[src/rtl/galois_field_log_antilog_unit_assert.svh]
// Assertion macros shared by the log/antilog unit RTL.
`ifndef GALOIS_FIELD_LOG_ANTILOG_UNIT_ASSERT_SVH
`define GALOIS_FIELD_LOG_ANTILOG_UNIT_ASSERT_SVH

// same-cycle implication
`define GFLA_ASSERT_NOW(lbl, clk, rst, ante, cons, msg) \
  lbl: assert property (@(posedge clk) disable iff (rst) (ante) |-> (cons)) \
    else $error(msg);

// next-cycle implication
`define GFLA_ASSERT_NEXT(lbl, clk, rst, ante, cons, msg) \
  lbl: assert property (@(posedge clk) disable iff (rst) (ante) |=> (cons)) \
    else $error(msg);

`endif

[src/rtl/gfla_pkg.sv]
// Shared types and constants for the log/antilog unit.
package gfla_pkg;

  localparam int OPERAND_W = 8;
  localparam int RESULT_W  = 8;
  localparam int POLY_W    = 9;
  localparam logic [POLY_W-1:0] POLY_RESET = 9'd285;

  localparam int APB_AW = 3;
  localparam int APB_DW = 32;

  typedef enum logic {
    OP_MUL = 1'b0,
    OP_ADD = 1'b1
  } op_t;

  typedef enum logic [2:0] {
    BLD_CLEAR = 3'b001,
    BLD_FILL  = 3'b010,
    BLD_DONE  = 3'b100
  } bld_state_t;

endpackage

[src/rtl/gfla_if.sv]
// Operation and result channel interfaces.
interface gfla_op_if import gfla_pkg::*; ();
  logic                 valid;
  logic                 ready;
  op_t                  operation;
  logic [OPERAND_W-1:0] operand_a;
  logic [OPERAND_W-1:0] operand_b;

  modport source (output valid, operation, operand_a, operand_b, input ready);
  modport sink   (input valid, operation, operand_a, operand_b, output ready);
endinterface

interface gfla_res_if import gfla_pkg::*; ();
  logic                valid;
  logic                ready;
  logic [RESULT_W-1:0] result_value;
  logic [RESULT_W-1:0] result_exponent;
  logic                result_is_zero;

  modport source (output valid, result_value, result_exponent, result_is_zero, input ready);
  modport sink   (input valid, result_value, result_exponent, result_is_zero, output ready);
endinterface

[src/rtl/gfla_pipe.sv]
// Item pipeline: log lookups, exponent add mod order (multiply) or XOR (add), antilog lookup, output register.
`include "galois_field_log_antilog_unit_assert.svh"

module gfla_pipe import gfla_pkg::*; #(
  parameter int FIELD_SIZE = 256,
  localparam int VW = $clog2(FIELD_SIZE),
  localparam int EW = $clog2(FIELD_SIZE - 1)
) (
  input  logic          clk,
  input  logic          rst,
  input  logic          tables_ready,
  gfla_op_if.sink       req,
  gfla_res_if.source    rsp,
  output logic          log_re,
  output logic [VW-1:0] log_raddr_a,
  output logic [VW-1:0] log_raddr_b,
  input  logic [VW-1:0] log_rdata_a,
  input  logic [VW-1:0] log_rdata_b,
  output logic          exp_re,
  output logic [EW-1:0] exp_raddr,
  input  logic [VW-1:0] exp_rdata
);

  localparam logic [VW:0] ORDER = (VW + 1)'(FIELD_SIZE - 1);

  logic en1, en2, en_o, take;

  // stage 0
  logic [VW-1:0] a_r, b_r, x_r;
  logic          is_mul;

  // stage 1: log table data valid
  logic          v1, s1_mul, s1_zero, s1_a_one, s1_b_one, s1_x_one;
  logic [VW-1:0] s1_val;
  logic [VW-1:0] la, lb, add_ex;
  logic [VW:0]   sum, sum_mod;

  // stage 2: antilog data valid
  logic          v2, s2_mul, s2_zero;
  logic [VW-1:0] s2_val, s2_ex;
  logic [VW-1:0] fin_val, fin_ex;

  // output register
  logic                out_valid;
  logic [RESULT_W-1:0] res_value, res_exponent;
  logic                res_is_zero;

  always_comb begin
    en_o      = !out_valid || rsp.ready;
    en2       = !v2 || en_o;
    en1       = !v1 || en2;
    req.ready = tables_ready && en1;
    take      = req.valid && req.ready;

    a_r    = VW'(32'(req.operand_a) % FIELD_SIZE);
    b_r    = VW'(32'(req.operand_b) % FIELD_SIZE);
    x_r    = a_r ^ b_r;
    is_mul = (req.operation == OP_MUL);

    log_re      = en1;
    log_raddr_a = is_mul ? a_r : x_r;
    log_raddr_b = b_r;
  end

  always_ff @(posedge clk) begin
    if (en1) begin
      s1_mul   <= is_mul;
      s1_zero  <= (a_r == '0) || (b_r == '0);
      s1_val   <= x_r;
      s1_a_one <= (a_r == VW'(1));
      s1_b_one <= (b_r == VW'(1));
      s1_x_one <= (x_r == VW'(1));
    end
  end

  // the log of one is zero whatever the build left in that entry
  always_comb begin
    la      = s1_a_one ? '0 : log_rdata_a;
    lb      = s1_b_one ? '0 : log_rdata_b;
    sum     = {1'b0, la} + {1'b0, lb};
    sum_mod = (sum >= ORDER) ? (sum - ORDER) : sum;
    add_ex  = ((s1_val == '0) || s1_x_one) ? '0 : log_rdata_a;

    exp_re    = en2;
    exp_raddr = EW'(sum_mod);
  end

  always_ff @(posedge clk) begin
    if (en2) begin
      s2_mul  <= s1_mul;
      s2_zero <= s1_zero;
      s2_val  <= s1_val;
      s2_ex   <= s1_mul ? VW'(sum_mod) : add_ex;
    end
  end

  always_comb begin
    fin_val = s2_mul ? (s2_zero ? '0 : exp_rdata) : s2_val;
    fin_ex  = (s2_mul && (s2_zero || (exp_rdata == '0))) ? '0 : s2_ex;
  end

  always_ff @(posedge clk) begin
    if (en_o) begin
      res_value    <= RESULT_W'(fin_val);
      res_exponent <= RESULT_W'(fin_ex);
      res_is_zero  <= (fin_val == '0);
    end
  end

  always_ff @(posedge clk) begin
    if (rst) begin
      v1        <= 1'b0;
      v2        <= 1'b0;
      out_valid <= 1'b0;
    end else begin
      if (en1) begin
        v1 <= take;
      end
      if (en2) begin
        v2 <= v1;
      end
      if (en_o) begin
        out_valid <= v2;
      end
    end
  end

  assign rsp.valid           = out_valid;
  assign rsp.result_value    = res_value;
  assign rsp.result_exponent = res_exponent;
  assign rsp.result_is_zero  = res_is_zero;

  `GFLA_ASSERT_NEXT(a_take_fills_s1, clk, rst, take, v1,
    "accepted word did not enter the first stage")
  `GFLA_ASSERT_NOW(a_no_take_during_build, clk, rst, !tables_ready, !req.ready,
    "ready raised while tables are being built")
  `GFLA_ASSERT_NEXT(a_s2_holds, clk, rst, v2 && !en2,
    v2 && $stable(s2_ex) && $stable(s2_val),
    "stalled second stage lost its word")

endmodule

[src/flat_wrapper.sv]
// flat-port wrapper written by rule: the top's interface ports become plain ports
module gfla_pipe_flat import gfla_pkg::*;
#(
  parameter int FIELD_SIZE = 256,
  localparam int VW = $clog2(FIELD_SIZE),
  localparam int EW = $clog2(FIELD_SIZE - 1)
)
  (clk, rst, tables_ready, log_re, log_raddr_a, log_raddr_b, log_rdata_a, log_rdata_b, exp_re, exp_raddr, exp_rdata, req_valid, req_operation, req_operand_a, req_operand_b, req_ready, rsp_valid, rsp_result_value, rsp_result_exponent, rsp_result_is_zero, rsp_ready);
  gfla_op_if req_i ();
  gfla_res_if rsp_i ();
  input  logic clk;
  input  logic rst;
  input  logic tables_ready;
  output logic log_re;
  output logic [VW-1:0] log_raddr_a;
  output logic [VW-1:0] log_raddr_b;
  input  logic [VW-1:0] log_rdata_a;
  input  logic [VW-1:0] log_rdata_b;
  output logic exp_re;
  output logic [EW-1:0] exp_raddr;
  input  logic [VW-1:0] exp_rdata;
  input wire logic [$bits(req_i.valid)-1:0] req_valid;
  input wire logic [$bits(req_i.operation)-1:0] req_operation;
  input wire logic [$bits(req_i.operand_a)-1:0] req_operand_a;
  input wire logic [$bits(req_i.operand_b)-1:0] req_operand_b;
  output wire logic [$bits(req_i.ready)-1:0] req_ready;
  output wire logic [$bits(rsp_i.valid)-1:0] rsp_valid;
  output wire logic [$bits(rsp_i.result_value)-1:0] rsp_result_value;
  output wire logic [$bits(rsp_i.result_exponent)-1:0] rsp_result_exponent;
  output wire logic [$bits(rsp_i.result_is_zero)-1:0] rsp_result_is_zero;
  input wire logic [$bits(rsp_i.ready)-1:0] rsp_ready;
  assign req_i.valid = req_valid;
  assign req_i.operation = req_operation;
  assign req_i.operand_a = req_operand_a;
  assign req_i.operand_b = req_operand_b;
  assign req_ready = req_i.ready;
  assign rsp_valid = rsp_i.valid;
  assign rsp_result_value = rsp_i.result_value;
  assign rsp_result_exponent = rsp_i.result_exponent;
  assign rsp_result_is_zero = rsp_i.result_is_zero;
  assign rsp_i.ready = rsp_ready;
  gfla_pipe #(.FIELD_SIZE(FIELD_SIZE)) u_core (.clk(clk), .rst(rst), .tables_ready(tables_ready), .req(req_i), .rsp(rsp_i), .log_re(log_re), .log_raddr_a(log_raddr_a), .log_raddr_b(log_raddr_b), .log_rdata_a(log_rdata_a), .log_rdata_b(log_rdata_b), .exp_re(exp_re), .exp_raddr(exp_raddr), .exp_rdata(exp_rdata));
endmodule
[config.mk]
export PLATFORM = sky130hd
export DESIGN_NAME = gfla_pipe_flat
export DESIGN_NICKNAME = d
export VERILOG_FILES = /design/src/rtl/gfla_pkg.sv /design/src/rtl/gfla_if.sv /design/src/rtl/gfla_pipe.sv /design/src/flat_wrapper.sv
export VERILOG_INCLUDE_DIRS = /design/src /design/src/rtl
export SDC_FILE = /design/constraint.sdc
export NUM_CORES = 1
export LEC_CHECK = 0
export ABC_AREA = 1
export BUFFER_PORTS_ARGS = -buffer_cell sky130_fd_sc_hd__buf_2
export CORE_ASPECT_RATIO = 0.6
export CORE_MARGIN = 5
export CORE_UTILIZATION = 40
export DETAILED_ROUTE_END_ITERATION = 7
export PLACE_DENSITY_LB_ADDON = 0.12
export SETUP_SLACK_MARGIN = 0.02
export SLEW_MARGIN = 40
export SYNTH_ARGS = -nofsm -noshare
export SYNTH_HDL_FRONTEND = slang
export SYNTH_SLANG_ARGS = --single-unit
[constraint.sdc]
create_clock -name clk -period 2.5 [get_ports clk]
set_input_delay 0.125 -clock clk [delete_from_list [all_inputs] [get_ports clk]]
set_output_delay 0.125 -clock clk [all_outputs]
set_load 0.03 [all_outputs]
==> summary.md <==
| Metric | Value |
|---|---|
| Yosys warns | `0` |
| Mean number of vias per cell | `4.575` |
| DRT Pass-1 Iters | `5` |
| Clock buffer depth | `2` |
| Tcrit/Tclk final | `114.7%` |
| Crit path kind | `flop to output pin` |
| Min Clock Period, post-route | `2.867 ns` |
| CP Launch Type | `flop` |
| Largest area contributor in the netlist | `edfxtp_1` |
| Slew HR | `49.31%` |
| PwrDens | `647.1 mW/mm2` |
| Max-Cap Viols | `0` |
| Antenna violations before repair | `1` |
| Fin nets | `534` |
| Avg WL per Cell | `13.10 um` |
| Syn-to-layout area delta | `42.62%` |
| Post-DP HPWL | `6031 um` |
| Critical Path End Type | `output pin` |
| CTS Hold Bufs | `0` |
| Synthesized cell area | `0.003053 mm2` |
| Port Buf Inserts | `90` |
| Htree depth | `2` |
| R2R Setup Slk | `-0.18 ns` |
| Synth area leaders | `edfxtp_1 47%, nand2_1 11%, inv_1 8.4%` |
| Peak supply drop | `0.0002933 V` |
| Arrival time worst endpoint | `2.74 ns` |
| Outcome | `complete, but fails checks` |
| Chip height | `77.67 um` |
| Fmax | `348.8 MHz` |
| GPL Wtd Cong | `0.8652` |
| Hold Vio Cnt, Final | `0` |
| Gr ovfl total | `0` |
| RSZ-0062 raised after global routing | `yes` |
| Rows | `24` |
| Worst Clk Skew | `0.004341 ns` |
| Met3 GRT Util | `4.797%` |
| Avg Cell Area, Syn | `8.576 um2` |
| Pleak | `2.202 nW` |
| Chip Width | `122.8 um` |
| Root Buffer | `clkbuf_16` |
| Skew-Pair Late Insertion Delay | `0.28 ns` |
| Die area | `0.009537 mm2` |
| Syn_nets | `412` |
| Layout Cell Area excl Fill | `0.004354 mm2` |
| M2 GR Usage | `20.65%` |
| Clk slew on worst S/H paths | `0.06 ns` |
| TritonCTS clock tree | `built` |
| Synth cell types | `34` |
| Sequential area share after synthesis | `49.18%` |
| Max Slew Vio Count | `0` |
| CP Max Fanout | `6` |
| Failing checks | `negative setup slack` |
| FF+latch count, synth | `51` |
| Endpoints failing setup | `16` |
| Largest net degree at the start of global routing | `21` |
| Final WL | `7640 um` |
| GRT Total Usage | `15.82%` |
| CTS sink cnt | `51` |
| Gr busiest metal | `met1` |
| Vias in the first global route | `2519` |
| Worst-Margin Slew | `0.7585 ns` |
| Cells after Synth | `356` |
| Req. time, crit path | `2.38 ns` |
| Commonest non-fill, non-tap cells in the layout | `82 x buf_2, 70 x nand2_1, 65 x inv_1` |
| Setup ws final | `-0.3671 ns` |
| Tot Pwr | `2.817 mW` |
| Hold Path Class | `input pin to flop` |
| Top cell type's share of synthesized area | `47.21%` |
| Core Area | `0.007357 mm2` |
| Global-route wire length before repair | `12030 um` |
| Area of placed instances | `0.003822 mm2` |
| Initial Utilization | `41.50%` |
| Drt initial violations | `170` |
| Most common cell after layout, fill and taps aside | `buf_2` |
| I/O Pins | `91` |
| Antenna diodes | `0` |
| Number of nets with antenna violations after routing | `0` |
| CTS Buf Count | `5` |
| Share of cells above drive strength 1 | `41.75%` |
| Via count | `2667` |
| Detailed-route DRC error count | `0` |
| GRT met1 Usage | `25.63%` |
-- worst max-delay path, cell delays in order (launching register included) --
cell and delay [ns]:
edfxtp_1 0.36, buf_6 0.13, nor2_4 0.04, ha_4 0.16, fa_2 0.58, nand2_1 0.07, nor2_2 0.14, nand3_2 0.13
nor2_4 0.14, nand3_2 0.10, nand2_2 0.10, nand2_4 0.08, nand2_8 0.12, nand2_4 0.05, and2_4 0.13, buf_6 0.13
-- cells in the mapped netlist --
cell       n
o21bai_1   1
o21ai_0    3
a21oi_1    9
or4_1      2
nor4_1     7
nor2_2     2
a211oi_1   1
clkbuf_1   4
nor2_1    33
inv_2      3
nand3_1   16
inv_6      1
nand2_4    3
edfxtp_1  48
o32ai_1    1
fa_1       1
buf_6      1
nand2_2    8
nor3b_1    1
nand4_1    4
ha_1       9
o21a_1     2
xor2_1    10
nand2_1   87
nand3b_4   1
buf_4      8
nand3b_1   3
o211ai_1   1
nand3_2    1
inv_1     68
xnor2_1    2
and2_1     4
o22ai_1    8
dfxtp_1    3
-- timing repair --
item,4_1_cts,5_1_grt
pin swaps,14,16
setup buffers,11,4
setup endpoints to repair,16,16
resized for setup,38,27
-- per-layer routing --
metal / routed length [um] / up-vias
met5: 13 / -
met2: 2768 / 108
li1: - / 1382
met3: 797 / 6
met1: 4024 / 1169
met4: 35 / 2
-- metrics by stage --
step,hold slack [ns],util (%),setup WS [ns],TNS [ns],std cells
3_5_place_dp,0.3165,51.96,-0.2412,-2.426,562
3_3_place_gp,0.3201,51.89,-0.1512,-1.410,562
6_report,0.02337,59.18,-0.3671,-3.706,583
4_1_cts,0.01883,57.38,-0.4228,-4.478,579
2_1_floorplan,0.1941,-,0.01916,0,356
5_1_grt,0.01817,59.18,-0.4973,-5.772,583
-- cell type report --
type,count,area (um2)
clock inverter,2,60.06
clock buffer,6,128.9
tap,104,130.1
timing repair buffer,128,800.8
multi-input combinational,220,1458
sequential,51,1501
fill,640,3003
inverter,72,275.3
-- cells by family after synthesis --
logic type / after synthesis / synth area share, %
buf+inv: 85 / 11.84
xor+xnor: 12 / 3.443
simple gates: 172 / 26.07
compound gates: 26 / 5.123
fa+ha+maj: 10 / 4.344
flops: 51 / 49.18
-- worst paths after layout --
path | startpoint | end | cells after the start
setup / recovery | u_core.s1_b_one | exp_raddr[0] | 15
hold reg to reg | u_core.s1_zero | u_core.s2_zero | 0
hold / removal | rst | u_core.rsp.valid | 2
setup reg to reg | u_core.s1_b_one | u_core.s2_ex[0] | 16
-- sequential cells by signal, summed over array words and instances (netlist names) --
signal / count
u_core.s1_x_one: 1
u_core.s1_zero: 1
u_core.s1_b_one: 1
u_core.s2_val: 8
u_core.s2_ex: 8
u_core.s2_zero: 1
u_core.v2: 1
u_core.s2_mul: 1
u_core.rsp.result_exponent: 8
u_core.s1_a_one: 1
u_core.rsp.valid: 1
u_core.rsp.result_value: 8
u_core.s1_mul: 1
u_core.v1: 1
u_core.s1_val: 8
u_core.rsp.result_is_zero: 1
-- report_power, final --
group	leakage (nW)	switching [mW]	internal (mW)	total, mW
Combinational	1.56	0.538	0.362	0.900
Sequential	0.549	0.0341	1.03	1.07
Clock	0.0911	0.276	0.573	0.850
Total	2.20	0.849	1.97	2.82
Note: power is estimated with default switching activity, not from simulation.
