File: config.mk
export PLATFORM = sky130hd
export DESIGN_NAME = gfla_builder
export DESIGN_NICKNAME = d
export VERILOG_FILES = /design/src/rtl/gfla_pkg.sv /design/src/rtl/gfla_builder.sv
export VERILOG_INCLUDE_DIRS = /design/src /design/src/rtl
export SDC_FILE = /design/constraint.sdc
export NUM_CORES = 1
export LEC_CHECK = 0
export ABC_AREA = 1
export BUFFER_PORTS_ARGS = -buffer_cell sky130_fd_sc_hd__buf_4
export CELL_PAD_IN_SITES_DETAIL_PLACEMENT = 1
export CELL_PAD_IN_SITES_GLOBAL_PLACEMENT = 1
export CORE_MARGIN = 10
export CORE_UTILIZATION = 32
export CTS_CLUSTER_SIZE = 25
export DETAILED_ROUTE_END_ITERATION = 16
export GPL_ROUTABILITY_DRIVEN = 0
export PLACE_DENSITY_LB_ADDON = 0.1
export SYNTH_ARGS = -nofsm -noshare
export SYNTH_HDL_FRONTEND = slang
export SYNTH_SLANG_ARGS = --single-unit
File: constraint.sdc
create_clock -name clk -period 1.67 [get_ports clk]
set_clock_uncertainty 0.1 [all_clocks]
set_input_delay 0.334 -clock clk [delete_from_list [all_inputs] [get_ports clk]]
set_output_delay 0.334 -clock clk [all_outputs]
set_load 0.05 [all_outputs]
File: src/rtl/galois_field_log_antilog_unit_assert.svh
// Assertion macros shared by the log/antilog unit RTL.
`ifndef GALOIS_FIELD_LOG_ANTILOG_UNIT_ASSERT_SVH
`define GALOIS_FIELD_LOG_ANTILOG_UNIT_ASSERT_SVH

// same-cycle implication
`define GFLA_ASSERT_NOW(lbl, clk, rst, ante, cons, msg) \
  lbl: assert property (@(posedge clk) disable iff (rst) (ante) |-> (cons)) \
    else $error(msg);

// next-cycle implication
`define GFLA_ASSERT_NEXT(lbl, clk, rst, ante, cons, msg) \
  lbl: assert property (@(posedge clk) disable iff (rst) (ante) |=> (cons)) \
    else $error(msg);

`endif

File: src/rtl/gfla_pkg.sv
// Shared types and constants for the log/antilog unit.
package gfla_pkg;

  localparam int OPERAND_W = 8;
  localparam int RESULT_W  = 8;
  localparam int POLY_W    = 9;
  localparam logic [POLY_W-1:0] POLY_RESET = 9'd285;

  localparam int APB_AW = 3;
  localparam int APB_DW = 32;

  typedef enum logic {
    OP_MUL = 1'b0,
    OP_ADD = 1'b1
  } op_t;

  typedef enum logic [2:0] {
    BLD_CLEAR = 3'b001,
    BLD_FILL  = 3'b010,
    BLD_DONE  = 3'b100
  } bld_state_t;

endpackage

File: src/rtl/gfla_builder.sv
// Table build sequencer: clears the log table, then walks the powers of x.
`include "galois_field_log_antilog_unit_assert.svh"

module gfla_builder import gfla_pkg::*; #(
  parameter int FIELD_SIZE = 256,
  localparam int VW = $clog2(FIELD_SIZE),
  localparam int EW = $clog2(FIELD_SIZE - 1)
) (
  input  logic              clk,
  input  logic              rst,
  input  logic              start,
  input  logic [POLY_W-1:0] poly,
  output logic              done,
  output logic              exp_we,
  output logic [EW-1:0]     exp_waddr,
  output logic [VW-1:0]     exp_wdata,
  output logic              log_we,
  output logic [VW-1:0]     log_waddr,
  output logic [VW-1:0]     log_wdata
);

  localparam int SW = (VW + 1 > POLY_W) ? VW + 1 : POLY_W;
  localparam logic [VW-1:0] LAST_CLR  = VW'(FIELD_SIZE - 1);
  localparam logic [VW-1:0] LAST_FILL = VW'(FIELD_SIZE - 2);

  bld_state_t    state;
  logic [VW-1:0] count;
  logic [VW-1:0] run;
  logic [VW-1:0] run_next;
  logic [SW-1:0] shifted;
  logic [SW-1:0] reduced;

  // multiply by x, reduce once by the polynomial, then wrap into the field
  always_comb begin
    shifted  = SW'({run, 1'b0});
    reduced  = (shifted >= SW'(FIELD_SIZE)) ? (shifted ^ SW'(poly)) : shifted;
    run_next = VW'(reduced % FIELD_SIZE);
  end

  always_ff @(posedge clk) begin
    if (rst || start) begin
      state <= BLD_CLEAR;
      count <= '0;
      run   <= VW'(1);
    end else begin
      case (state)
        BLD_CLEAR: begin
          if (count == LAST_CLR) begin
            state <= BLD_FILL;
            count <= '0;
          end else begin
            count <= count + VW'(1);
          end
        end
        BLD_FILL: begin
          run <= run_next;
          if (count == LAST_FILL) begin
            state <= BLD_DONE;
          end else begin
            count <= count + VW'(1);
          end
        end
        BLD_DONE: begin
          state <= BLD_DONE;
        end
        default: begin
          state <= BLD_CLEAR;
          count <= '0;
          run   <= VW'(1);
        end
      endcase
    end
  end

  always_comb begin
    done      = (state == BLD_DONE);
    exp_we    = (state == BLD_FILL);
    exp_waddr = EW'(count);
    exp_wdata = run;
    log_we    = (state == BLD_CLEAR) || (state == BLD_FILL);
    log_waddr = (state == BLD_CLEAR) ? count : run;
    log_wdata = (state == BLD_CLEAR) ? '0 : count;
  end

  `GFLA_ASSERT_NOW(a_no_write_when_done, clk, rst, done, !exp_we && !log_we,
    "table write while tables marked done")
  `GFLA_ASSERT_NEXT(a_start_clears_done, clk, rst, start, !done,
    "tables still marked done after rebuild start")
  `GFLA_ASSERT_NEXT(a_fill_ends_done, clk, rst,
    (state == BLD_FILL) && (count == LAST_FILL) && !start, done,
    "last fill step did not finish the build")

endmodule

==> impl_metrics.prom, run 1 <==
# TYPE chip_impl_metric gauge
chip_impl_metric{name="max_freq",unit="MHz"} 520.3
chip_impl_metric{name="fp.coreArea",unit="mm^2"} 0.003689
chip_impl_info{name="cp-end-kind",value="output pin"} 1
chip_impl_metric{name="worst_ep_arrival_time",unit="ps"} 1490
chip_impl_metric{name="cts.reportedPaths.clkPinSlew",unit="ps"} 80
chip_impl_metric{name="port_buffers",unit=""} 45
chip_impl_metric{name="synth.yosys.warnings",unit=""} 0
chip_impl_metric{name="vdd_ir_drop_max",unit="uV"} 281.1
chip_impl_metric{name="final-instance-count-excl-fill",unit=""} 315
chip_impl_metric{name="largest_net_degree_at_the_start_of_global_routing",unit=""} 17
chip_impl_metric{name="cts.hold.buffers_added",unit=""} 0
chip_impl_metric{name="multi_input_comb_area",unit="um^2"} 834.6
chip_impl_info{name="post-synth-top-area-cell",value="sky130_fd_sc_hd__dfxtp_1"} 1
chip_impl_info{name="critPathSlowestCell",value="sky130_fd_sc_hd__dfxtp_2"} 1
chip_impl_info{name="path_cells",value="nor3_4 > inv_6 > buf_4 > o21ai_2 > buf_6"} 1
chip_impl_metric{name="max-clock-path-buffers",unit=""} 2
chip_impl_metric{name="drive_gt1_share",unit="%"} 47.19
chip_impl_info{name="commonest_cells_after_routing_fill_and_taps_aside",value="sky130_fd_sc_hd__buf_4 (48), sky130_fd_sc_hd__nand2_1 (44), sky130_fd_sc_hd__nand3_1 (22), sky130_fd_sc_hd__inv_1 (21), sky130_fd_sc_hd__buf_6 (21)"} 1
chip_impl_info{name="ys_top_cells_by_area",value="sky130_fd_sc_hd__dfxtp_1 (31%), sky130_fd_sc_hd__nand2_1 (17%), sky130_fd_sc_hd__nand3_1 (9.0%)"} 1
chip_impl_metric{name="area_growth_syn_to_layout",unit="%"} 71.60
chip_impl_metric{name="floorplan.die_area",unit="mm^2"} 0.006703
chip_impl_info{name="layout_commonest_cell",value="sky130_fd_sc_hd__buf_4"} 1
chip_impl_metric{name="routed_wl",unit="mm"} 5.116
chip_impl_metric{name="post_synthesis_area_per_instance",unit="um^2"} 6.314
chip_impl_metric{name="aggregate_global_routing_overflow",unit=""} 0
chip_impl_metric{name="total_instance_count_after_detailed_placement",unit=""} 298
chip_impl_metric{name="cts_htree_levels",unit=""} 1
chip_impl_info{name="type_of_the_setup_path_with_the_least_slack",value="flop to output pin"} 1
chip_impl_metric{name="antenna_diode_instance_count",unit=""} 0
chip_impl_metric{name="synth-seq-area-share",unit="%"} 31.05
chip_impl_metric{name="worstMarginPinSlew",unit="ps"} 469.1
chip_impl_metric{name="cts-buffers-inserted",unit=""} 3
chip_impl_info{name="outcome",value="complete, but fails checks"} 1
chip_impl_metric{name="via_count",unit=""} 1555
chip_impl_metric{name="syn-instance-count",unit=""} 194
chip_impl_metric{name="timing.final.setup_violations",unit=""} 17
chip_impl_metric{name="synth_nets",unit=""} 208
chip_impl_metric{name="synthesized_cell_area",unit="mm^2"} 0.001225
chip_impl_metric{name="power-per-cell-area",unit="mW/mm^2"} 425.0
chip_impl_metric{name="clock_insertion_delay_worst_skew",unit="ps"} 270
chip_impl_metric{name="final_util",unit="%"} 56.99
chip_impl_metric{name="synth.distinct_cells",unit=""} 23
chip_impl_metric{name="final_worst_path_period_share",unit="%"} 115.1
chip_impl_metric{name="rows",unit=""} 22
chip_impl_info{name="crit_path_start_kind",value="flop"} 1
chip_impl_metric{name="viasPerCell",unit=""} 4.937
chip_impl_metric{name="critical_path_required",unit="ps"} 1240
chip_impl_info{name="cts_root_buffer",value="sky130_fd_sc_hd__clkbuf_8"} 1
chip_impl_metric{name="critical_path.max_stage_delay",unit="ps"} 340
chip_impl_info{name="critical_path.startpoint",value="state[2]"} 1
chip_impl_metric{name="first_global_vias",unit=""} 1611
chip_impl_metric{name="detail_route.iter0.violations",unit=""} 68
chip_impl_metric{name="cts.sink_count",unit=""} 19
chip_impl_metric{name="drc",unit=""} 0
chip_impl_metric{name="area_fraction_of_the_dominant_cell_type_after_synthesis",unit="%"} 31.05
chip_impl_metric{name="detail_route.wl_per_cell",unit="um"} 16.24
chip_impl_metric{name="grt_pass1_wl",unit="mm"} 7.983
chip_impl_info{name="hp-start",value="poly[0]"} 1
chip_impl_metric{name="slew_violations",unit=""} 0
chip_impl_metric{name="critical_path_peak_fanout",unit=""} 5
chip_impl_metric{name="antenna_found_initial",unit=""} 0
chip_impl_metric{name="die_x",unit="um"} 81.87
chip_impl_info{name="failing_checks",value="setup timing"} 1
chip_impl_metric{name="total_power",unit="uW"} 893.4
chip_impl_info{name="rsz_0062_raised_after_global_routing",value="true"} 1
chip_impl_metric{name="seqCellArea",unit="um^2"} 390.4
chip_impl_metric{name="fill_cells",unit=""} 475
chip_impl_info{name="cts_tree",value="built"} 1
chip_impl_metric{name="die_height",unit="um"} 81.87
chip_impl_metric{name="antenna_left",unit=""} 0
chip_impl_metric{name="first_pass_iteration_count_of_the_detailed_router",unit=""} 4
chip_impl_metric{name="hold_slack",unit="ps"} 265.8
chip_impl_metric{name="ys_seq_elements",unit=""} 19
chip_impl_metric{name="worst_slew_margin_rel",unit="%"} 68.69
chip_impl_metric{name="top_ports",unit=""} 47
chip_impl_metric{name="final_net_count",unit=""} 282
chip_impl_info{name="r2r_start",value="state[2]"} 1
chip_impl_metric{name="cellLeakagePower",unit="uW"} 0.001001
chip_impl_metric{name="start_util",unit="%"} 33.21
chip_impl_metric{name="dpl.hpwl",unit="mm"} 3.596
chip_impl_metric{name="min_setup_slack_post_route",unit="ps"} -251.8
chip_impl_metric{name="period_needed",unit="ps"} 1922
chip_impl_info{name="worst_hold_class",value="input pin to flop"} 1
chip_impl_metric{name="cap_violations",unit=""} 0
chip_impl_metric{name="fin_tns_setup",unit="ps"} -3380
chip_impl_metric{name="groute.usage.overall",unit="%"} 14.98
chip_impl_metric{name="timing_hold_violations_final",unit=""} 0
[what timing repair did]
action                     CTS  global route
setup endpoints to repair   19            30
gates cloned                 1             0
resized for setup           47            14
pin swaps                    5             3
setup buffers               12             1
[state kept, by name, summed over array words and instances (netlist names)]
register	cells
state	3
exp_wdata	8
exp_waddr	8
[stage by stage]
stage | cell area, um^2 | worst slack [ps]
2_1_floorplan | 1277 | -119.3
3_3_place_gp | 1770 | -20.07
3_5_place_dp | 1770 | -71.24
4_1_cts | 2047 | -274.6
5_1_grt | 2102 | -304.4
6_report | 2102 | -251.8
[where the power goes]
| part | internal [uW] | switching [uW] | leakage [uW] |
|---|---|---|---|
| Clock | 167 | 186 | 0.0000255 |
| Sequential | 455 | 4.26 | 0.000155 |
| Combinational | 35.5 | 45.8 | 0.000820 |
| Total | 657 | 236 | 0.00100 |
[layer usage]
| layer | global-route usage, % | vias up | wire length (um) |
|---|---|---|---|
| li1 | - | 769 | - |
| met1 | 17.68 | 747 | 2111 |
| met2 | 26.49 | 32 | 2624 |
| met3 | 3.057 | 7 | 303 |
| met4 | 4.592 | 0 | 76 |
| met5 | 0 | - | 0 |
[cells by family (layout without fill, tap and decap cells)]
logic type                 after synthesis  count (layout)  synth area share, %
DFF                                     19              19                31.05
and+or+nand+nor                        109             109                43.31
AOI/OAI and AO/OA                       31              31                13.18
adders and majority gates                2               2                2.043
buffers and inverters                   33             106                10.42
[cells in the mapped netlist, drive strengths merged]
master and count:
nand2 62, nor2 14, a21oi 20, clkbuf 2, nor3 2, inv 28, nand4 1, o21ai 10
nand3 24, dfxtp 19, o211ai 1, nand3b 6, buf 3, ha 2
[final cells by class]
cell class | instances | share of cell area (%)
Multi-Input combinational cell | 142 | 39.70
Timing Repair Buffer | 73 | 31.25
Inverter | 28 | 5.238
Clock buffer | 3 | 1.964
Sequential cell | 19 | 18.57
Clock inverter | 1 | 0.2381
Timing Repair inverter | 1 | 0.1786
Tap cell | 48 | 2.857
[path summary, 6_finish.rpt]
| path | endpoint | cells after the start | slack, ps |
|---|---|---|---|
| worst max register to register | exp_wdata[5] | 7 | 60 |
| worst max-delay path | log_waddr[4] | 5 | -250 |
| worst min-delay path | exp_wdata[0] | 3 | 270 |
| worst min register to register | exp_wdata[1] | 2 | 430 |
[worst max-delay path: cells and delay by family (launching register included)]
kind	cells	cell delay [ps]
compound gates	1	130
buf+inv	3	420
flops	1	340
simple gates	1	320
Note: power is estimated with default switching activity, not from simulation.
==> run 2: changes to the inputs <==
- ABC_AREA: 1 -> 0
- CORE_UTILIZATION: 32 -> 34
==> run 2 against run 1 <==
  * The run still ends with setup timing left
  * Utilization rose by 8.5 points
  * Clock-buffer cell count rose by 1
  * Register-to-register slack got worse by 400 ps
  * Synthesized area rose by 1.1%
  * Flip-flop and latch count did not move
  * Highest routed layer unchanged
  * Largest power group unchanged
==> impl_metrics.prom, run 2 <==
# TYPE chip_impl_metric gauge
chip_impl_info{name="outcome",value="complete, but fails checks"} 1
chip_impl_info{name="failing_checks",value="setup timing"} 1
chip_impl_metric{name="fp.coreArea",unit="mm^2"} 0.003416
chip_impl_metric{name="first_pass_iteration_count_of_the_detailed_router",unit=""} 4
chip_impl_info{name="ys_dominant_reg_cell",value="sky130_fd_sc_hd__dfxtp_1"} 1
chip_impl_metric{name="detail_route.wl_per_cell",unit="um"} 23.02
chip_impl_metric{name="first_global_vias",unit=""} 1570
chip_impl_metric{name="worst_ep_arrival_time",unit="ps"} 1700
chip_impl_metric{name="antenna_found_initial",unit=""} 0
chip_impl_metric{name="antenna_left",unit=""} 0
chip_impl_metric{name="syn-instance-count",unit=""} 149
chip_impl_metric{name="area_growth_syn_to_layout",unit="%"} 80.71
chip_impl_metric{name="die_height",unit="um"} 80.36
chip_impl_info{name="crit_path_start_kind",value="flop"} 1
chip_impl_metric{name="dpl.hpwl",unit="mm"} 3.621
chip_impl_metric{name="via_count",unit=""} 1482
chip_impl_metric{name="detail_route.iter0.violations",unit=""} 42
chip_impl_metric{name="largest_net_degree_at_the_start_of_global_routing",unit=""} 18
chip_impl_metric{name="max_freq",unit="MHz"} 468.7
chip_impl_metric{name="slew_violations",unit=""} 0
chip_impl_metric{name="clock_insertion_delay_worst_skew",unit="ps"} 320
chip_impl_metric{name="die_x",unit="um"} 80.36
chip_impl_metric{name="aggregate_global_routing_overflow",unit=""} 0
chip_impl_metric{name="final_net_count",unit=""} 239
chip_impl_metric{name="grt_pass1_wl",unit="mm"} 8.749
chip_impl_metric{name="synth_nets",unit=""} 163
chip_impl_metric{name="floorplan.die_area",unit="mm^2"} 0.006458
chip_impl_metric{name="ys_seq_elements",unit=""} 19
chip_impl_info{name="type_of_the_setup_path_with_the_least_slack",value="flop to output pin"} 1
chip_impl_metric{name="synth.distinct_cells",unit=""} 42
chip_impl_info{name="ys_top_cells_by_area",value="sky130_fd_sc_hd__dfxtp_1 (31%), sky130_fd_sc_hd__mux2_2 (6.4%), sky130_fd_sc_hd__nand2_1 (4.8%)"} 1
chip_impl_metric{name="timing.final.setup_violations",unit=""} 29
chip_impl_metric{name="viasPerCell",unit=""} 5.489
chip_impl_metric{name="post_synthesis_area_per_instance",unit="um^2"} 8.313
chip_impl_metric{name="total_instance_count_after_detailed_placement",unit=""} 250
chip_impl_info{name="layout_commonest_cell",value="sky130_fd_sc_hd__buf_4"} 1
chip_impl_info{name="largest_family_of_logic_cells_by_synthesized_area",value="simple AND/OR/NAND/NOR gates"} 1
chip_impl_metric{name="period_needed",unit="ps"} 2134
chip_impl_metric{name="worstMarginPinSlew",unit="ps"} 401.4
chip_impl_metric{name="synth_xor_xnor_area_share",unit="%"} 0.7071
chip_impl_metric{name="yosys.area_share.adder",unit="%"} 2.020
chip_impl_metric{name="synthesized_cell_area",unit="mm^2"} 0.001239
chip_impl_info{name="cp-end-kind",value="output pin"} 1
chip_impl_info{name="cts_root_buffer",value="sky130_fd_sc_hd__clkbuf_4"} 1
chip_impl_info{name="worst_hold_class",value="input pin to flop"} 1
chip_impl_metric{name="synth_enable_flop_cells",unit=""} 0
chip_impl_metric{name="synthMuxAreaShare",unit="%"} 7.172
chip_impl_metric{name="start_util",unit="%"} 36.26
chip_impl_metric{name="min_setup_slack_post_route",unit="ps"} -463.7
chip_impl_metric{name="critical_path_peak_fanout",unit=""} 7
chip_impl_metric{name="cts_htree_levels",unit=""} 1
chip_impl_metric{name="synth-simple-area-share",unit="%"} 28.08
chip_impl_metric{name="port_buffers",unit=""} 45
chip_impl_metric{name="drc",unit=""} 0
chip_impl_metric{name="area_fraction_of_the_dominant_cell_type_after_synthesis",unit="%"} 30.71
chip_impl_metric{name="max-clock-path-buffers",unit=""} 2
chip_impl_metric{name="cts.reportedPaths.clkPinSlew",unit="ps"} 130
chip_impl_metric{name="power-per-cell-area",unit="mW/mm^2"} 364.1
chip_impl_info{name="synth.cells.most_frequent",value="sky130_fd_sc_hd__dfxtp_1 (19), sky130_fd_sc_hd__nand2_1 (16), sky130_fd_sc_hd__o21ai_0 (11), sky130_fd_sc_hd__a21oi_1 (10)"} 1
chip_impl_info{name="rsz_0062_raised_after_global_routing",value="true"} 1
chip_impl_metric{name="cts.hold.buffers_added",unit=""} 0
chip_impl_metric{name="cap_violations",unit=""} 0
chip_impl_metric{name="synth-seq-area-share",unit="%"} 30.71
chip_impl_metric{name="final_worst_path_period_share",unit="%"} 127.8
chip_impl_metric{name="total_power",unit="uW"} 815.1
chip_impl_metric{name="final-instance-count-excl-fill",unit=""} 270
chip_impl_metric{name="synth-compound-area-share",unit="%"} 26.06
chip_impl_info{name="cts_tree",value="built"} 1
chip_impl_metric{name="top_ports",unit=""} 47
chip_impl_metric{name="share_of_async_settable_or_async_resettable_flops_after_synthesis",unit="%"} 0
chip_impl_metric{name="groute.usage.overall",unit="%"} 17.12
chip_impl_metric{name="worst_slew_margin_rel",unit="%"} 73.14
chip_impl_metric{name="vdd_ir_drop_max",unit="uV"} 345.1
chip_impl_info{name="commonest_cells_after_routing_fill_and_taps_aside",value="sky130_fd_sc_hd__buf_4 (46), sky130_fd_sc_hd__buf_6 (20), sky130_fd_sc_hd__nand2_1 (14), sky130_fd_sc_hd__buf_8 (13), sky130_fd_sc_hd__dfxtp_2 (10)"} 1
chip_impl_info{name="synthMostInstantiatedCell",value="sky130_fd_sc_hd__dfxtp_1"} 1
chip_impl_metric{name="rows",unit=""} 21
chip_impl_metric{name="drive_gt1_share",unit="%"} 61.61
chip_impl_metric{name="routed_wl",unit="mm"} 6.216
chip_impl_metric{name="antenna_diode_instance_count",unit=""} 0
chip_impl_metric{name="cts.sink_count",unit=""} 19
chip_impl_metric{name="pre_cts_ws",unit="ps"} -152.6
chip_impl_metric{name="timing_hold_violations_final",unit=""} 0
chip_impl_metric{name="synth.yosys.warnings",unit=""} 0
chip_impl_metric{name="cellLeakagePower",unit="uW"} 0.0009442
chip_impl_metric{name="critical_path_required",unit="ps"} 1240
chip_impl_metric{name="fill_cells",unit=""} 393
chip_impl_metric{name="cts-buffers-inserted",unit=""} 3
chip_impl_info{name="post-synth-top-area-cell",value="sky130_fd_sc_hd__dfxtp_1"} 1
## run 2: cell types whose count changed after synthesis, moves of 4 or more
cell                       previous run  this run
sky130_fd_sc_hd__a21oi_1             20        10
sky130_fd_sc_hd__nor2b_1              0         4
sky130_fd_sc_hd__nand3_1             22         9
sky130_fd_sc_hd__nand2_1             56        16
sky130_fd_sc_hd__and2_1               0         8
sky130_fd_sc_hd__mux2_2               0         7
sky130_fd_sc_hd__nand2_2              4         0
sky130_fd_sc_hd__nand3b_1             6         0
sky130_fd_sc_hd__a21o_1               0         6
sky130_fd_sc_hd__inv_1               27         3
## run 2: cell families after synthesis
logic type,Yosys count
multiplexers,8
buffers and inverters,12
AO/OA/AOI/OAI,45
flip-flops,19
AND/OR/NAND/NOR,62
XOR/XNOR,1
adder cells (fa/ha/maj),2
## run 2: final cells by class
type,instances,area (um^2),area share (%)
multi-input cells,118,963.4,43.04
clock buffers,4,26.28,1.174
repair buffers,79,765.7,34.21
well taps,46,57.56,2.571
flip-flops and latches,19,400.4,17.89
inverters,4,25.02,1.118
## run 2: timing repair
action,in CTS,in global routing
setup buffers,10,10
setup endpoints to repair,23,35
pin swaps,11,11
resized for setup,60,34
## run 2: where the power goes
part	total (uW)	internal, uW	leakage (uW)	switching [uW]
clock	272	93.7	0.0000150	178
combinational	87.8	37.7	0.000770	50.0
sequential	456	454	0.000159	2.17
total	815	585	0.000944	230
## run 2: stage by stage
| stage | hold WS (ps) | util, % | instance area, um^2 | TNS, ps |
|---|---|---|---|---|
| global placement | 401.2 | 51.79 | 1769 | -683.5 |
| detailed placement | 421.7 | 51.79 | 1769 | -1245 |
| CTS | 210.8 | 61.28 | 2093 | -8578 |
| floorplan | 404.0 | - | 1287 | -440.6 |
| global route | 213.6 | 65.53 | 2238 | -10510 |
| finish | 209.3 | 65.53 | 2238 | -9352 |
## run 2: worst paths after layout
path,from,end,slack [ps],cells after the start
setup / recovery,state[1],log_waddr[5],-460,4
setup reg to reg,state[1],exp_waddr[0],-340,8
hold reg to reg,exp_waddr[3],exp_waddr[3],440,2
hold / removal,rst,exp_wdata[0],210,3
## run 2: critical path, stage by stage, from the launching register on
cell	delay [ps]
sky130_fd_sc_hd__dfxtp_2	350
sky130_fd_sc_hd__or3b_4	420
sky130_fd_sc_hd__buf_8	150
sky130_fd_sc_hd__mux2_2	290
sky130_fd_sc_hd__buf_6	160
## run 2: metal layers
layer  global-route usage [%]  share of wire (%)
met3                    3.898                4.9
met1                    18.67                 39
met4                    6.690                2.9
met5                        0                  0
met2                    30.97                 53
